$ cat config.mk
export PLATFORM = sky130hd
export DESIGN_NAME = paged_text_line_deframer_top_flat
export DESIGN_NICKNAME = d
export VERILOG_FILES = /design/src/pltd_pkg.sv /design/src/pltd_if.sv /design/src/pltd_core.sv /design/src/pltd_out_reg.sv /design/src/paged_text_line_deframer_top.sv /design/src/flat_wrapper.sv
export SDC_FILE = /design/constraint.sdc
export NUM_CORES = 1
export LEC_CHECK = 0
export BUFFER_PORTS_ARGS = -buffer_cell sky130_fd_sc_hd__buf_2
export CORE_ASPECT_RATIO = 1.1
export CORE_MARGIN = 5
export CORE_UTILIZATION = 50
export DETAILED_ROUTE_END_ITERATION = 7
export GPL_TIMING_DRIVEN = 1
export PLACE_DENSITY_LB_ADDON = 0.1
export SYNTH_ARGS = -nofsm -noshare
export SYNTH_HDL_FRONTEND = slang
export SYNTH_HIERARCHICAL = 1
export SYNTH_SLANG_ARGS = --single-unit
export TNS_END_PERCENT = 20
$ cat constraint.sdc
create_clock -name clk_i -period 8.5 [get_ports clk_i]
set_clock_uncertainty 0.15 [all_clocks]
set_input_delay 0.425 -clock clk_i [delete_from_list [all_inputs] [get_ports clk_i]]
set_output_delay 0.425 -clock clk_i [all_outputs]
set_load 0.01 [all_outputs]
$ cat src/pltd_pkg.sv
package pltd_pkg;

  localparam int unsigned WordW  = 16;
  localparam int unsigned ByteW  = 8;
  localparam int unsigned CfgIdxW = 2;

  localparam logic [WordW-1:0] PageMark      = 16'hFFFF;
  localparam logic [WordW-1:0] PageCountRst  = 16'd1;
  localparam logic [WordW-1:0] MaxLineLenRst = 16'd80;

  // configuration register indexes
  localparam logic [CfgIdxW-1:0] CfgPageCount  = 2'd0;
  localparam logic [CfgIdxW-1:0] CfgMaxLineLen = 2'd1;

  typedef enum logic [1:0] {
    EvText  = 2'd0,
    EvEmpty = 2'd1,
    EvEnd   = 2'd2,
    EvError = 2'd3
  } event_kind_e;

  typedef struct packed {
    event_kind_e      event_kind;
    logic [ByteW-1:0] text_byte;
    logic [WordW-1:0] page_number;
    logic [WordW-1:0] line_number;
    logic [WordW-1:0] line_length;
    logic             last_in_line;
  } result_t;

  function automatic logic [WordW-1:0] sat_inc(input logic [WordW-1:0] v);
    return (v == PageMark) ? v : v + 16'd1;
  endfunction

endpackage

$ cat src/pltd_if.sv
interface pltd_in_if;
  logic       valid;
  logic       ready;
  logic [7:0] data_byte;
  logic       block_start;

  modport source(output valid, output data_byte, output block_start, input ready);
  modport sink(input valid, input data_byte, input block_start, output ready);
endinterface

interface pltd_out_if;
  logic        valid;
  logic        ready;
  logic [1:0]  event_kind;
  logic [7:0]  text_byte;
  logic [15:0] page_number;
  logic [15:0] line_number;
  logic [15:0] line_length;
  logic        last_in_line;

  modport source(output valid, output event_kind, output text_byte, output page_number,
                 output line_number, output line_length, output last_in_line, input ready);
  modport sink(input valid, input event_kind, input text_byte, input page_number,
               input line_number, input line_length, input last_in_line, output ready);
endinterface

$ cat src/pltd_core.sv
module pltd_core (
  input  logic                   clk_i,
  input  logic                   rst_ni,
  input  logic                   accept_i,
  input  logic [7:0]             data_byte_i,
  input  logic                   block_start_i,
  input  logic [15:0]            page_count_i,
  input  logic [15:0]            max_line_len_i,
  output logic                   res_valid_o,
  output pltd_pkg::result_t      res_o
);
  import pltd_pkg::*;

  typedef enum logic [2:0] {
    PhLenHigh = 3'd0,
    PhLenLow  = 3'd1,
    PhText    = 3'd2,
    PhDone    = 3'd3,
    PhError   = 3'd4
  } phase_e;

  phase_e           phase_q, phase_d, phase_eff;
  logic [ByteW-1:0] high_byte_q, high_byte_d;
  logic [WordW-1:0] bytes_rem_q, bytes_rem_d;
  logic [WordW-1:0] cur_len_q, cur_len_d;
  logic [WordW-1:0] page_q, page_d, page_eff;
  logic [WordW-1:0] line_q, line_d, line_eff;
  logic [WordW-1:0] pages_rem_q, pages_rem_d, pages_rem_eff;
  logic             after_mark_q, after_mark_d, after_mark_eff;
  logic [WordW-1:0] len_word;
  logic             last_byte;

  // block_start restarts the phase and the page, line and remaining-page counts before this word is decoded
  assign phase_eff      = block_start_i ? PhLenHigh : phase_q;
  assign page_eff       = block_start_i ? PageCountRst : page_q;
  assign line_eff       = block_start_i ? 16'd1 : line_q;
  assign pages_rem_eff  = block_start_i ? page_count_i : pages_rem_q;
  assign after_mark_eff = block_start_i ? 1'b0 : after_mark_q;

  assign len_word  = {high_byte_q, data_byte_i};
  assign last_byte = (bytes_rem_q <= 16'd1);

  always_comb begin
    phase_d      = phase_eff;
    high_byte_d  = high_byte_q;
    bytes_rem_d  = bytes_rem_q;
    cur_len_d    = cur_len_q;
    page_d       = page_eff;
    line_d       = line_eff;
    pages_rem_d  = pages_rem_eff;
    after_mark_d = after_mark_eff;

    res_valid_o        = 1'b0;
    res_o.event_kind   = EvText;
    res_o.text_byte    = '0;
    res_o.page_number  = page_eff;
    res_o.line_number  = line_eff;
    res_o.line_length  = '0;
    res_o.last_in_line = 1'b0;

    case (phase_eff)
      PhLenHigh: begin
        high_byte_d = data_byte_i;
        phase_d     = PhLenLow;
      end
      PhLenLow: begin
        if (pages_rem_eff == '0) begin
          phase_d          = PhDone;
          res_valid_o      = 1'b1;
          res_o.event_kind = EvEnd;
        end else if (len_word == PageMark && !after_mark_eff) begin
          if (pages_rem_eff <= 16'd1) begin
            pages_rem_d      = '0;
            phase_d          = PhDone;
            res_valid_o      = 1'b1;
            res_o.event_kind = EvEnd;
          end else begin
            pages_rem_d  = pages_rem_eff - 16'd1;
            page_d       = sat_inc(page_eff);
            line_d       = 16'd1;
            after_mark_d = 1'b1;
            phase_d      = PhLenHigh;
          end
        end else begin
          after_mark_d = 1'b0;
          if (len_word > max_line_len_i) begin
            phase_d           = PhError;
            res_valid_o       = 1'b1;
            res_o.event_kind  = EvError;
            res_o.line_length = len_word;
          end else if (len_word == '0) begin
            cur_len_d        = '0;
            res_valid_o      = 1'b1;
            res_o.event_kind = EvEmpty;
            line_d           = sat_inc(line_eff);
            phase_d          = PhLenHigh;
          end else begin
            cur_len_d   = len_word;
            bytes_rem_d = len_word;
            phase_d     = PhText;
          end
        end
      end
      PhText: begin
        res_valid_o        = 1'b1;
        res_o.event_kind   = EvText;
        res_o.text_byte    = data_byte_i;
        res_o.line_length  = cur_len_q;
        res_o.last_in_line = last_byte;
        if (last_byte) begin
          bytes_rem_d = '0;
          line_d      = sat_inc(line_eff);
          phase_d     = PhLenHigh;
        end else begin
          bytes_rem_d = bytes_rem_q - 16'd1;
        end
      end
      default: ;  // done or error: words dropped until block_start
    endcase
  end

  always_ff @(posedge clk_i or negedge rst_ni) begin
    if (!rst_ni) begin
      phase_q      <= PhLenHigh;
      high_byte_q  <= '0;
      bytes_rem_q  <= '0;
      cur_len_q    <= '0;
      page_q       <= PageCountRst;
      line_q       <= 16'd1;
      pages_rem_q  <= PageCountRst;
      after_mark_q <= 1'b0;
    end else if (accept_i) begin
      phase_q      <= phase_d;
      high_byte_q  <= high_byte_d;
      bytes_rem_q  <= bytes_rem_d;
      cur_len_q    <= cur_len_d;
      page_q       <= page_d;
      line_q       <= line_d;
      pages_rem_q  <= pages_rem_d;
      after_mark_q <= after_mark_d;
    end
  end

endmodule

$ cat src/pltd_out_reg.sv
module pltd_out_reg (
  input  logic              clk_i,
  input  logic              rst_ni,
  input  logic              load_i,
  input  pltd_pkg::result_t res_i,
  output logic              free_o,
  pltd_out_if.source        out_o
);
  import pltd_pkg::*;

  logic    valid_q, valid_d;
  result_t data_q;

  // can take a new word when empty or when the current one leaves this cycle
  assign free_o = !valid_q || out_o.ready;

  always_comb begin
    valid_d = valid_q;
    if (out_o.ready) begin
      valid_d = 1'b0;
    end
    if (load_i) begin
      valid_d = 1'b1;
    end
  end

  always_ff @(posedge clk_i or negedge rst_ni) begin
    if (!rst_ni) begin
      valid_q <= 1'b0;
    end else begin
      valid_q <= valid_d;
    end
  end

  always_ff @(posedge clk_i) begin
    if (load_i) begin
      data_q <= res_i;
    end
  end

  assign out_o.valid        = valid_q;
  assign out_o.event_kind   = data_q.event_kind;
  assign out_o.text_byte    = data_q.text_byte;
  assign out_o.page_number  = data_q.page_number;
  assign out_o.line_number  = data_q.line_number;
  assign out_o.line_length  = data_q.line_length;
  assign out_o.last_in_line = data_q.last_in_line;

endmodule

$ cat src/paged_text_line_deframer_top.sv
// A result word appears at the output register in the cycle after its input word is accepted.
// Throughput: one input word per cycle; input stalls only while a result waits unread.
// Each word is decoded by the combinational phase and counter update logic.
// Reset (rst_ni, async, active low) clears the phase, counters and output valid,
// and restores page_count = 1 and max_line_length = 80.
module paged_text_line_deframer_top (
  input  logic                          clk_i,
  input  logic                          rst_ni,
  input  logic                          cfg_we_i,
  input  logic [pltd_pkg::CfgIdxW-1:0]  cfg_idx_i,
  input  logic [pltd_pkg::WordW-1:0]    cfg_data_i,
  pltd_in_if.sink                       in_i,
  pltd_out_if.source                    out_o
);
  import pltd_pkg::*;

  logic [WordW-1:0] page_count_q;
  logic [WordW-1:0] max_line_len_q;
  logic             accept;
  logic             res_valid;
  logic             out_free;
  result_t          res;

  always_ff @(posedge clk_i or negedge rst_ni) begin
    if (!rst_ni) begin
      page_count_q   <= PageCountRst;
      max_line_len_q <= MaxLineLenRst;
    end else if (cfg_we_i) begin
      case (cfg_idx_i)
        CfgPageCount:  page_count_q   <= cfg_data_i;
        CfgMaxLineLen: max_line_len_q <= cfg_data_i;
        default: ;
      endcase
    end
  end

  assign in_i.ready = out_free;
  assign accept     = in_i.valid && out_free;

  pltd_core u_core (
    .clk_i          (clk_i),
    .rst_ni         (rst_ni),
    .accept_i       (accept),
    .data_byte_i    (in_i.data_byte),
    .block_start_i  (in_i.block_start),
    .page_count_i   (page_count_q),
    .max_line_len_i (max_line_len_q),
    .res_valid_o    (res_valid),
    .res_o          (res)
  );

  pltd_out_reg u_out_reg (
    .clk_i  (clk_i),
    .rst_ni (rst_ni),
    .load_i (accept && res_valid),
    .res_i  (res),
    .free_o (out_free),
    .out_o  (out_o)
  );

  a_result_lands: assert property (@(posedge clk_i) disable iff (!rst_ni)
    accept && res_valid |=> out_o.valid)
    else $error("accepted result word did not reach the output");

  a_text_has_length: assert property (@(posedge clk_i) disable iff (!rst_ni)
    out_o.valid && out_o.event_kind == EvText |-> out_o.line_length != '0)
    else $error("text word with zero line length");

  a_empty_clean: assert property (@(posedge clk_i) disable iff (!rst_ni)
    out_o.valid && out_o.event_kind == EvEmpty |->
      out_o.line_length == '0 && out_o.text_byte == '0 && !out_o.last_in_line)
    else $error("empty line word carries payload");

  a_counts_nonzero: assert property (@(posedge clk_i) disable iff (!rst_ni)
    out_o.valid |-> out_o.page_number != '0 && out_o.line_number != '0)
    else $error("page or line number is zero");

endmodule

$ cat src/flat_wrapper.sv
// flat-port wrapper written by rule: the top's interface ports become plain ports
module paged_text_line_deframer_top_flat import pltd_pkg::*;
  (clk_i, rst_ni, cfg_we_i, cfg_idx_i, cfg_data_i, in_i_valid, in_i_data_byte, in_i_block_start, in_i_ready, out_o_valid, out_o_event_kind, out_o_text_byte, out_o_page_number, out_o_line_number, out_o_line_length, out_o_last_in_line, out_o_ready);
  pltd_in_if in_i_i ();
  pltd_out_if out_o_i ();
  input  logic clk_i;
  input  logic rst_ni;
  input  logic cfg_we_i;
  input  logic [pltd_pkg::CfgIdxW-1:0] cfg_idx_i;
  input  logic [pltd_pkg::WordW-1:0] cfg_data_i;
  input wire logic [$bits(in_i_i.valid)-1:0] in_i_valid;
  input wire logic [$bits(in_i_i.data_byte)-1:0] in_i_data_byte;
  input wire logic [$bits(in_i_i.block_start)-1:0] in_i_block_start;
  output wire logic [$bits(in_i_i.ready)-1:0] in_i_ready;
  output wire logic [$bits(out_o_i.valid)-1:0] out_o_valid;
  output wire logic [$bits(out_o_i.event_kind)-1:0] out_o_event_kind;
  output wire logic [$bits(out_o_i.text_byte)-1:0] out_o_text_byte;
  output wire logic [$bits(out_o_i.page_number)-1:0] out_o_page_number;
  output wire logic [$bits(out_o_i.line_number)-1:0] out_o_line_number;
  output wire logic [$bits(out_o_i.line_length)-1:0] out_o_line_length;
  output wire logic [$bits(out_o_i.last_in_line)-1:0] out_o_last_in_line;
  input wire logic [$bits(out_o_i.ready)-1:0] out_o_ready;
  assign in_i_i.valid = in_i_valid;
  assign in_i_i.data_byte = in_i_data_byte;
  assign in_i_i.block_start = in_i_block_start;
  assign in_i_ready = in_i_i.ready;
  assign out_o_valid = out_o_i.valid;
  assign out_o_event_kind = out_o_i.event_kind;
  assign out_o_text_byte = out_o_i.text_byte;
  assign out_o_page_number = out_o_i.page_number;
  assign out_o_line_number = out_o_i.line_number;
  assign out_o_line_length = out_o_i.line_length;
  assign out_o_last_in_line = out_o_i.last_in_line;
  assign out_o_i.ready = out_o_ready;
  paged_text_line_deframer_top u_core (.clk_i(clk_i), .rst_ni(rst_ni), .cfg_we_i(cfg_we_i), .cfg_idx_i(cfg_idx_i), .cfg_data_i(cfg_data_i), .in_i(in_i_i), .out_o(out_o_i));
endmodule
=== Word-level counts from Yosys, hierarchy flattened ===
Index checks and enable logic that the tools add are counted.

* Bits in registers: 184
* Bits of input ports: 32
* Output and inout bits: 61

* Add/sub/neg operators: 4
* $lt $le $gt $ge: 3
* Equal/unequal tests: 10
* Multiplexer cells: 57
* Bitwise logic cells: 4
* Reduce and logical (&&, ||, !) cells: 18

{| class="wikitable"
|+ Operators with widths
! kind !! count
|-
| 16-bit 2-to-1 mux || 28
|-
| 16-bit case mux with 2 select lines || 3
|-
| 16-bit equality test, second input constant || 3
|-
| 16-bit by 1-bit adder with 16-bit output, second input constant || 2
|-
| 16-bit by 1-bit less-or-equal comparator with 1-bit output, second input constant || 2
|-
| 16-bit logical NOT || 2
|-
| 16-bit by 1-bit subtractor with 16-bit output, second input constant || 2
|-
| 16-bit greater-than comparator || 1
|-
| 3-bit 2-to-1 mux || 5
|-
| 1-bit 2-to-1 mux || 13
|-
| 2-bit 2-to-1 mux || 6
|-
| 3-bit case mux with 3 select lines || 1
|-
| 2-bit inequality test, second input constant || 4
|-
| 2-bit AND reduction || 3
|-
| 6-bit AND reduction || 1
|-
| 5-bit AND reduction || 1
|-
| 1-bit NOT || 4
|-
| 2-bit nonzero test || 2
|-
| 3-bit by 1-bit equality test with 1-bit output, second input constant || 1
|-
| 3-bit by 2-bit equality test with 1-bit output, second input constant || 1
|-
| 1-bit logical AND || 3
|-
| 3-bit logical NOT || 1
|-
| 2-bit by 1-bit equality test with 1-bit output, second input constant || 1
|-
| 1-bit logical NOT || 2
|-
| other kinds (4) || 4
|}

=== Logic depth before layout (Yosys ltp) ===
* Depth in word-level cells: 8
* Depth in mapped cells: 16

=== Hierarchy ===
Netlist, hierarchy kept.

{| class="wikitable"
|+ Modules (own cells, without submodules)
! module !! times used !! cells an instance !! area an instance (um2) !! seq. area each (um2)
|-
| pltd_core || 1 || 790 || 6861.6 || 2306.0
|-
| pltd_out_reg || 1 || 62 || 1819.2 || 1796.7
|-
| paged_text_line_deframer_top || 1 || 70 || 1228.7 || 804.5
|}

=== Least setup slack after synthesis ===
No wires, ideal clock.

* Path kind: input -> register
* Start: input in_i_block_start
* End: register u_core.u_out_reg.data_q (netlist bit u_core/u_out_reg/out_o.event_kind[0]) (enable)
* Library setup time: 424 ps
* Data arrival time: 3617 ps
* Data required time: 7926 ps
* Setup slack: 4309 ps
* Stages on the path: 11
* Cells stage by stage: buf_6 > buf_6 > buf_6 > mux2i_2 > ha_1 > or2_2 > nand4_1 > nor2_1 > nor3_1 > o21ai_0 > and3_1

* Longest elaborated chain between the ends: 7
* Elaborated cells on any way between the ends: 14

{| class="wikitable"
|+ RTL lines
! element !! RTL line !! text
|-
| start, declared || flat_wrapper.sv:13 || <nowiki>input wire logic [$bits(in_i_i.block_start)-1:0] in_i_block_start;</nowiki>
|-
| 16-bit 2-to-1 mux / 1-bit 2-to-1 mux (equally long branches) || pltd_core.sv:37, pltd_core.sv:38 ||
|-
| 16-bit by 1-bit less-or-equal comparator with 1-bit output / 1-bit logical NOT (equally long branches) || pltd_core.sv:72, pltd_core.sv:71 ||
|-
| 1-bit 2-to-1 mux / 1-bit logical AND (equally long branches) || pltd_core.sv:72, pltd_core.sv:71 ||
|-
| 1-bit 2-to-1 mux || pltd_core.sv:71 || <nowiki>end else if (len_word == PageMark && !after_mark_eff) begin</nowiki>
|-
| 1-bit 2-to-1 mux || pltd_core.sv:67 || <nowiki>if (pages_rem_eff == '0) begin</nowiki>
|-
| 1-bit case mux with 2 select lines (*) || pltd_core.sv:61 || <nowiki>case (phase_eff)</nowiki>
|-
| via u_core.res_valid || paged_text_line_deframer_top.sv:20 || <nowiki>logic res_valid;</nowiki>
|-
| 1-bit logical AND (*) || paged_text_line_deframer_top.sv:55 || <nowiki>.load_i (accept && res_valid),</nowiki>
|-
| end signal, assigned || pltd_out_reg.sv:37 || <nowiki>data_q <= res_i;</nowiki>
|-
| end, declared || pltd_out_reg.sv:12 || <nowiki>result_t data_q;</nowiki>
|}

Mark *: on every way through the listed nets, which the timed path passes. The rest lies on a longest branch.
A chain may end at the register's enable or synchronous reset.

=== Worst setup path after layout ===
* Start: input in_i_block_start
* End: register u_core.u_out_reg.data_q (netlist bit u_core/u_out_reg/out_o.page_number[2]) (enable)

The elaborated chain is that of the path after synthesis.

==> impl_metrics.ini <==
[power]
power.total_mw = 2.90
switchingPower_mw = 1.01
switching_share_pct = 34.7
p_comb_share_pct = 26.9
seqPwrFrac_pct = 45.4
irDropWorstVdd_v = 0.000188
leakagePower_nw = 4.43
power_density_mw_per_mm2 = 261
clock_power_share_pct = 27.8
internal-power_mw = 1.90

[layout]
layoutNonFillerInstCount = 1261
n_antenna_cell = 0
nNetsFinal = 1051
flow.area_growth_from_synthesis_pct = 12.1
final_util_pct = 56.5
drive_above_1_share_pct = 23.9
final_area_mm2 = 0.0111

[floorplan]
dieArea_mm2 = 0.0227
die_y_um = 158
core_area_mm2 = 0.0197
die_w_um = 144
initial_utilization_pct = 50.4
io-pin-count = 93
rows = 54

[clock_network]
post_cts_buffers = 0
cts_tree = done
cts-buffers-inserted = 17
clk_path_buf_depth = 2
cts_sinks = 184
root_buffer = clkbuf_16
clock_latency_ns = 0.43
clk_pin_slew_ns = 0.07
cts_max_level = 4

[synth]
ys_warn_count = 6
synth-edff-count = 59
synth_common_cells = dfrtp_1 (119), nand2_1 (63), mux2_2 (60), nor2_1 (60), edfxtp_1 (59)
syn_inst = 922
ys_types = 91
yosysTopAreaCell = dfrtp_1
synth-seq-area-share_pct = 49.5
synth_top_area_share_pct = 30.1
syn_nets = 977
synth.cell_area_mm2 = 0.00991
synth-seq-cells = 184
yosysMostFrequentCell = dfrtp_1
synthTopCellsByArea = dfrtp_1 (30%), edfxtp_1 (18%), mux2_2 (6.8%)
avgSynthCellArea_um2 = 10.7
synth_ff_type = dfrtp_1
async_flop_share_pct = 67.9

[worst_setup_path]
worst_path_max_delay_cell = buf_4
cpMostUsedCell = buf_4
cp_cell_sequence = buf_4, buf_4, nor3b_1, o22a_1, nand4_1, nor2_1, nor3_1, o21ai_0, and3_2, buf_4
cp_max_fo = 72
critical-path-top-delay-family = simple AND/OR/NAND/NOR gates
critPathLaunchType = input port
arrival_ns = 4.12
cp_num_buf_inv = 3
crit_path_max_incr_delay_ns = 0.65
worstPathRequired_ns = 8.42
cp-end-kind = flip-flop
crit_type = in -> reg

[routing]
vias = 7605
drt_iter0_markers = 559
drc = 0
wire_per_inst_um = 20.4
via_per_inst = 6.03
drt_first_pass_iters = 5
drtAntennaViolNets = 0
wirelength_um = 25800

[sta]
maxSlewHeadroom_pct = 32.4
period_share_pct = 49.4
fin_ws_ns = 4.30
fin_tns_setup_ns = 0
rsz0062_at_grt = false
fmax_mhz = 238
hold_viol = 0
setup_viol = 0
whs_ns = 0.0842
slew_violations = 0
fin_crit_ns = 4.20
worst_pin_slew_ns = 1.01

[placement]
placed_cell_area_mm2 = 0.0105
place_ws_ns = 3.88
gp_congestion = 0.885
io_buffer_count = 92
hpwl_um = 18000
dp.cells = 1228

[worst_hold_path]
hold_path.class = in -> reg

[global_routing]
antenna_found_initial = 1
grt_util_all_layers_pct = 23.3
grt_max_degree = 73
grt_pass1_wl_um = 41200
gr-total-overflow = 0
first_global_vias = 7289

[job]
max_cap_viol_count = 0

[run_status]
status = finished, final reports clean
## kinds of logic after synthesis
group | synth area share, %
simple gates | 18.5
compound gates | 16.3
flops | 49.5
buf+inv | 3.75
mux | 7.87
fa+ha+maj | 2.90
xor+xnor | 1.24
## state kept, by name, indices dropped and copies added, names as in the netlist, 3 cells and up
signal and count:
u_core/max_line_len_q 16, u_core/page_count_q 16, u_core/u_core/bytes_rem_q 16, u_core/u_core/cur_len_q 16
u_core/u_core/line_q 16, u_core/u_core/page_q 16, u_core/u_core/pages_rem_q 16, u_core/u_out_reg/out_o.line_length 16
u_core/u_out_reg/out_o.line_number 16, u_core/u_out_reg/out_o.page_number 16, u_core/u_core/high_byte_q 8, u_core/u_out_reg/out_o.text_byte 8
u_core/u_core/phase_q 3
## worst paths after layout
check / from / end / slack, ns / cells after the start
max in group asynchronous: rst_ni / u_core/u_core/page_q[13]$_DFFE_PN0P_ / 6.36 / 3
setup reg to reg: u_core/u_core/high_byte_q[7]$_DFFE_PN0P_ / u_core/u_out_reg/out_o.page_number[2]$_DFFE_PP_ / 4.48 / 10
hold / removal: cfg_data_i[10] / u_core/max_line_len_q[10]$_DFFE_PN0P_ / 0.08 / 2
min in group asynchronous: rst_ni / u_core/u_core/cur_len_q[0]$_DFFE_PN0P_ / 0.49 / 2
hold reg to reg: u_core/u_core/after_mark_q$_DFFE_PN0P_ / u_core/u_core/after_mark_q$_DFFE_PN0P_ / 0.35 / 1
setup / recovery: in_i_block_start / u_core/u_out_reg/out_o.page_number[2]$_DFFE_PP_ / 4.30 / 10
## layout by cell type, fill, tap and decap left out, drive strengths merged, types with 10 or more instances in the layout
master and count:
nand4 28, nor2 63, inv 40, o21ai 44, buf 98, a21oi 57, and2 19, and3 11
ha 23, edfxtp 59, mux2i 10, clkbuf 18, a31oi 22, nand3 18, a22o 22, nor3 30
nand2 63, nor4 17, o31ai 18, mux2 60, nor2b 34, dfrtp 119, xor2 11
## layer usage
metal | global-route usage [%] | vias to the layer above | part of all wire, %
met5 | 0 | - | 0.027
li1 | - | 3611 | -
met1 | 34.0 | 3723 | 46
met3 | 3.96 | 30 | 5.2
met4 | 6.71 | 2 | 1.6
met2 | 36.2 | 239 | 47
## cell type report
| type | instances | area [um^2] |
|---|---|---|
| fill | 1758 | 8550 |
| multi-input combinational | 660 | 4640 |
| clock buffer | 18 | 429 |
| sequential | 184 | 4910 |
| clock inverter | 14 | 165 |
| inverter | 34 | 128 |
| tap | 252 | 315 |
| timing repair buffer | 99 | 520 |
## worst register-to-register path, cell delays in order (launching register included)
cell and delay, ns:
dfrtp_1 0.47, ha_1 0.37, nand4_2 0.14, nor4_1 0.50, o21ai_1 0.25, a31o_2 0.38
a21oi_1 0.16, nor3_1 0.06, o21ai_0 0.18, and3_2 0.36, buf_4 0.59
## power by group through the flow
stage | combinational (mW) | clock (mW) | sequential (mW)
6_report | 0.780 | 0.806 | 1.32
5_1_grt | 0.869 | 0.863 | 1.34
4_1_cts | 0.782 | 0.819 | 1.31
3_5_place_dp | 0.779 | 0 | 1.33
3_3_place_gp | 0.766 | 0 | 1.33
2_1_floorplan | 0.560 | 0 | 1.29
## what timing repair did
item                       4_1_cts  5_1_grt
hold endpoints to repair        49        0
hold buffers                     1        0
gates resized for setup          0        0
setup endpoints to repair        0        0
Note: power is estimated with default switching activity, not from simulation.
